===== config.mk =====
export PLATFORM = sky130hd
export DESIGN_NAME = qdof_ctrl
export DESIGN_NICKNAME = d
export VERILOG_FILES = /design/src/hw/rtl/qdof_pkg.sv /design/src/hw/rtl/qdof_ctrl.sv
export SDC_FILE = /design/constraint.sdc
export NUM_CORES = 1
export LEC_CHECK = 0
export ABC_CLOCK_PERIOD_IN_PS = 2700
export BUFFER_PORTS_ARGS = -buffer_cell sky130_fd_sc_hd__buf_4
export CELL_PAD_IN_SITES_DETAIL_PLACEMENT = 1
export CELL_PAD_IN_SITES_GLOBAL_PLACEMENT = 1
export CORE_MARGIN = 3
export CORE_UTILIZATION = 25
export DETAILED_ROUTE_END_ITERATION = 10
export PLACE_DENSITY_LB_ADDON = 0.1
export SLEW_MARGIN = 15
export SYNTH_ARGS = -nofsm -noshare
export SYNTH_HDL_FRONTEND = slang
export SYNTH_SLANG_ARGS = --single-unit

===== constraint.sdc =====
create_clock -name clk -period 2.7 [get_ports clk]
set_input_delay 0.54 -clock clk [delete_from_list [all_inputs] [get_ports clk]]
set_output_delay 0.54 -clock clk [all_outputs]
set_load 0.005 [all_outputs]

===== src/hw/rtl/qdof_pkg.sv =====
// Shared types and constants for the quote driven order fill block.
// Used by the controller, the datapath and the top level; no dependencies.
package qdof_pkg;

  localparam int RowLimit = 64;
  localparam int RowW     = 7;

  // One stored limit order
  typedef struct packed {
    logic [30:0] id;
    logic [7:0]  symbol;
    logic        side;
    logic [31:0] limit;
    logic [30:0] remaining;
    logic        reported;
  } ent_t;

  // Controller to datapath commands
  typedef struct packed {
    logic load;        // latch the input transaction
    logic clr;         // clear one fill-sum row of the new entry
    logic commit;      // write the new entry, bump the count
    logic ent_rd;      // read entry at walk index
    logic nxt;         // advance walk index
    logic fill_start;  // register fill size, read sums at quote exchange
    logic fill_mul;    // register price times fill
    logic fill_wr;     // write back sums and remaining quantity
    logic rep_rd;      // read sums for one report row
    logic rep_row;     // capture one report row
    logic flush;       // send held row out as final
  } cmd_t;

  // Datapath to controller status
  typedef struct packed {
    logic is_add;
    logic full;
    logic walk_end;
    logic match;
    logic rem_zero;
    logic rep_ok;
    logic fill_ok;
    logic x_last;
    logic push_ok;
    logic flush_ok;
  } sts_t;

endpackage


===== src/hw/rtl/qdof_ctrl.sv =====
// Sequencer for add and quote transactions of the order fill block.
// Depends on qdof_pkg; drives the datapath through cmd_t, reads sts_t.
module qdof_ctrl (
  input  logic           clk,
  input  logic           rst,
  input  logic           in_valid,
  output logic           in_ready,
  input  qdof_pkg::sts_t sts,
  output qdof_pkg::cmd_t cmd
);
  import qdof_pkg::*;

  typedef enum logic [8:0] {
    S_IDLE  = 9'b000000001,
    S_ACLR  = 9'b000000010,
    S_QRD   = 9'b000000100,
    S_QEV   = 9'b000001000,
    S_FMUL  = 9'b000010000,
    S_FWR   = 9'b000100000,
    S_RRD   = 9'b001000000,
    S_RROW  = 9'b010000000,
    S_FLUSH = 9'b100000000
  } state_t;

  state_t state, state_next;

  always_ff @(posedge clk) begin
    if (rst) state <= S_IDLE;
    else     state <= state_next;
  end

  // Next state and commands
  always_comb begin
    state_next = state;
    cmd        = '0;
    in_ready   = 1'b0;
    unique case (state)
      S_IDLE: begin
        in_ready = 1'b1;
        if (in_valid) begin
          cmd.load = 1'b1;
          if (!sts.is_add)   state_next = S_QRD;
          else if (!sts.full) state_next = S_ACLR;
        end
      end
      S_ACLR: begin
        cmd.clr = 1'b1;
        if (sts.x_last) begin
          cmd.commit = 1'b1;
          state_next = S_IDLE;
        end
      end
      S_QRD: begin
        if (sts.walk_end) state_next = S_FLUSH;
        else begin
          cmd.ent_rd = 1'b1;
          state_next = S_QEV;
        end
      end
      S_QEV: begin
        priority if (!sts.match) begin
          cmd.nxt = 1'b1;
          state_next = S_QRD;
        end else if (sts.rem_zero) begin
          if (sts.rep_ok) state_next = S_RRD;
          else begin
            cmd.nxt = 1'b1;
            state_next = S_QRD;
          end
        end else if (sts.fill_ok) begin
          cmd.fill_start = 1'b1;
          state_next = S_FMUL;
        end else begin
          cmd.nxt = 1'b1;
          state_next = S_QRD;
        end
      end
      S_FMUL: begin
        cmd.fill_mul = 1'b1;
        state_next = S_FWR;
      end
      S_FWR: begin
        cmd.fill_wr = 1'b1;
        cmd.nxt     = 1'b1;
        state_next  = S_QRD;
      end
      S_RRD: begin
        cmd.rep_rd = 1'b1;
        state_next = S_RROW;
      end
      S_RROW: begin
        if (sts.push_ok) begin
          cmd.rep_row = 1'b1;
          if (sts.x_last) begin
            cmd.nxt = 1'b1;
            state_next = S_QRD;
          end else begin
            state_next = S_RRD;
          end
        end
      end
      S_FLUSH: begin
        if (sts.flush_ok) begin
          cmd.flush = 1'b1;
          state_next = S_IDLE;
        end
      end
      default: state_next = S_IDLE;
    endcase
  end

endmodule


==> impl_metrics.env <==
export IMPL_status="finished, violations left"
export IMPL_violations="setup timing"
export IMPL_viasPerCell=5.18
export IMPL_syn_num_nets=98
export IMPL_syn_inst=85
export IMPL_min_path_cells=2
export IMPL_tns_ns=-0.00161
export IMPL_synth_adder_area_share=0
export IMPL_max_freq_ghz=0.370
export IMPL_r2r_cells=13
export IMPL_area_delta_synth_final_pct=45.9
export IMPL_setup_violations=1
export IMPL_slew_limit_headroom=0.650
export IMPL_mostFrequentLayoutCells="38 x buf_4, 8 x nor2_1, 5 x nor3_1"
export IMPL_synth_compound_area_frac=0.145
export IMPL_critPathKind="flop to output port"
export IMPL_cp_required_ns=2.16
export IMPL_synth_xor_area_frac=0.0241
export IMPL_power_leakage_nw=0.469
export IMPL_gp_congestion=0.754
export IMPL_fin_ws_ns=-0.00161
export IMPL_grt_max_degree=12
export IMPL_finalCritPeriodShare=1.00
export IMPL_wl_per_cell_um=16.1
export IMPL_clk_latency_ns=0.26
export IMPL_ys_seq_area_frac=0.248
export IMPL_vias=782
export IMPL_met2_length_um=1270
export IMPL_finalClockSkew_ns=0.0120
export IMPL_post_layout_nonfiller_instances=151
export IMPL_drtAntennaViolNets=0
export IMPL_rsz0062_at_grt="yes"
export IMPL_layout_nets=135
export IMPL_cp_end_kind="output port"
export IMPL_firstDrtPassIters=4
export IMPL_routed_wl_um=2430
export IMPL_clock_sinks=9
export IMPL_grt_pass1_wl_um=4040
export IMPL_dr_wl_met3_um=66
export IMPL_dieWidth_um=59.9
export IMPL_drtIter0Drc=26
export IMPL_cts_root_buffer="clkbuf_4"
export IMPL_synth_seq_cells=9
export IMPL_largest_register="state"
export IMPL_yosys_warnings=0
export IMPL_top_layer="met4"
export IMPL_reg2reg_slack_ns=0.01
export IMPL_placedInstanceArea_um2=912
export IMPL_yosys_area_share_simple=0.443
export IMPL_ir_drop_mv=0.257
export IMPL_synth_cell_types=41
export IMPL_synth_edff_count=0
export IMPL_io_pins=25
export IMPL_r2r_end="state[4]"
export IMPL_syn_area_um2=726
export IMPL_grt_pass1_vias=839
export IMPL_min_from="sts[7]"
export IMPL_dieHeight_um=59.9
export IMPL_drc=0
export IMPL_diodes=0
export IMPL_ff_latch_area_um2=191
export IMPL_core_um2=2610
export IMPL_cts_buffer_depth=2
export IMPL_path_max_fanout=4
export IMPL_start_util=0.278
export IMPL_placedCellCount=135
export IMPL_cts_tree="built"
export IMPL_portBuffers=24
export IMPL_ys_flop_type="dfxtp_1"
export IMPL_synth_top_family_by_area="simple AND/OR/NAND/NOR gates"
export IMPL_clk_pin_slew_ns=0.07
export IMPL_die_area_um2=3590
export IMPL_top_regs="state (9)"
export IMPL_maxCapViolations=0
export IMPL_htree_levels=1
export IMPL_row_count=18
export IMPL_cts_buffers=3
export IMPL_final_common_cell="buf_4"
export IMPL_wirelength_met1_um=1050
export IMPL_fill_cells=322
export IMPL_startpoint_type="flop"
export IMPL_drive_gt1_frac=0.537
export IMPL_min_to="state[3]"
export IMPL_worstMarginPinSlew_ns=0.520
export IMPL_antenna_found_initial=0
export IMPL_reg2reg_from="state[6]"
export IMPL_async_flop_share=0
export IMPL_final_hold_viol_count=0
export IMPL_critical_path_arrival_ns=2.16
export IMPL_track_usage=0.153
export IMPL_final_area_um2=1060
export IMPL_synth_area_per_cell_um2=8.54
export IMPL_largest_reg_flops=9
export IMPL_hold_path_class="primary input to flop"
export IMPL_multi_input_area_um2=492
export IMPL_synthMuxAreaShare=0.0448
export IMPL_grt_ovfl_total=0
export IMPL_dp_hpwl_um=1750
export IMPL_p_per_area_nw_per_um2=409
export IMPL_holdBufCountCts=0
export IMPL_final_max_slew_viol_count=0
export IMPL_period_minus_slack_ns=2.70
area by class of cell:
cell class | instances | share of cell area
Timing Repair Buffer | 39 | 0.280
Inverter | 4 | 0.0142
Tap cell | 30 | 0.0355
Sequential cell | 9 | 0.181
Clock buffer | 4 | 0.0248
Multi-Input combinational cell | 65 | 0.465
worst max-delay path, stage by stage (launching register included):
cell and delay, ns:
dfxtp_4 0.34, or3_4 0.40, or3_4 0.36, or4_4 0.45, nor3b_4 0.22, buf_4 0.14
cells in the mapped netlist, types with 2 or more instances:
| cell | instances | area (um^2) |
|---|---|---|
| dfxtp_1 | 9 | 180 |
| nor2_1 | 8 | 30.0 |
| nor3_1 | 5 | 25.0 |
| inv_1 | 4 | 15.0 |
| nand2_1 | 4 | 15.0 |
| nor4_1 | 4 | 25.0 |
| a21oi_1 | 3 | 15.0 |
| a2bb2oi_1 | 3 | 26.3 |
| nor4b_1 | 3 | 26.3 |
| a211oi_1 | 2 | 15.0 |
| a41oi_1 | 2 | 17.5 |
| buf_2 | 2 | 10.0 |
| buf_4 | 2 | 15.0 |
| mux2_2 | 2 | 22.5 |
| nand3_1 | 2 | 10.0 |
| or3_2 | 2 | 15.0 |
| or3_4 | 2 | 22.5 |
| or4_4 | 2 | 22.5 |
| xor2_1 | 2 | 17.5 |
power by group:
part / leakage (nW) / internal, W / switching (W)
Clock: 0.0150 / 0.0000569 / 0.0000496
Combinational: 0.379 / 0.0000910 / 0.0000818
Sequential: 0.0753 / 0.000140 / 0.0000136
Total: 0.469 / 0.000288 / 0.000145
what timing repair did:
action                                  4_1_cts  5_1_grt
endpoints found under the setup margin        3        5
resized for setup                             6        6
pin swaps                                     3        2
buffers inserted                             11        1
worst max path at each step:
stage | start | to | slack, ns
6_report | state[6] | cmd[5] | -0.002
5_1_grt | state[6] | state[4] | -0.1
4_1_cts | state[6] | cmd[5] | -0.04
3_5_place_dp | state[6] | cmd[5] | 0.14
3_3_place_gp | state[1] | cmd[5] | 0.20
2_1_floorplan | state[2] | cmd[6] | 0.36
logic make-up (layout without fill, tap and decap cells):
family	after synthesis	after routing
AO/OA/AOI/OAI	14	14
XOR/XNOR	2	2
buffers and inverters	11	47
flip-flops	9	9
multiplexers	3	3
AND/OR/NAND/NOR	46	46
through the flow:
stage / hold WS [ns] / power (W) / util / setup slack, ns
after floorplan: 0.570 / 0.000267 / - / 0.361
after global placement: 0.650 / 0.000311 / 0.349 / 0.195
after detailed placement: 0.642 / 0.000315 / 0.349 / 0.144
after CTS: 0.463 / 0.000431 / 0.395 / -0.0449
after global routing: 0.453 / 0.000463 / 0.405 / -0.0987
final: 0.465 / 0.000433 / 0.405 / -0.00161
metal layers:
| layer | GRT usage | vias up |
|---|---|---|
| met5 | 0 | - |
| met4 | 0.0918 | 0 |
| met3 | 0.00864 | 4 |
| met2 | 0.253 | 16 |
| met1 | 0.194 | 373 |
| li1 | - | 389 |
Note: power is estimated with default switching activity, not from simulation.
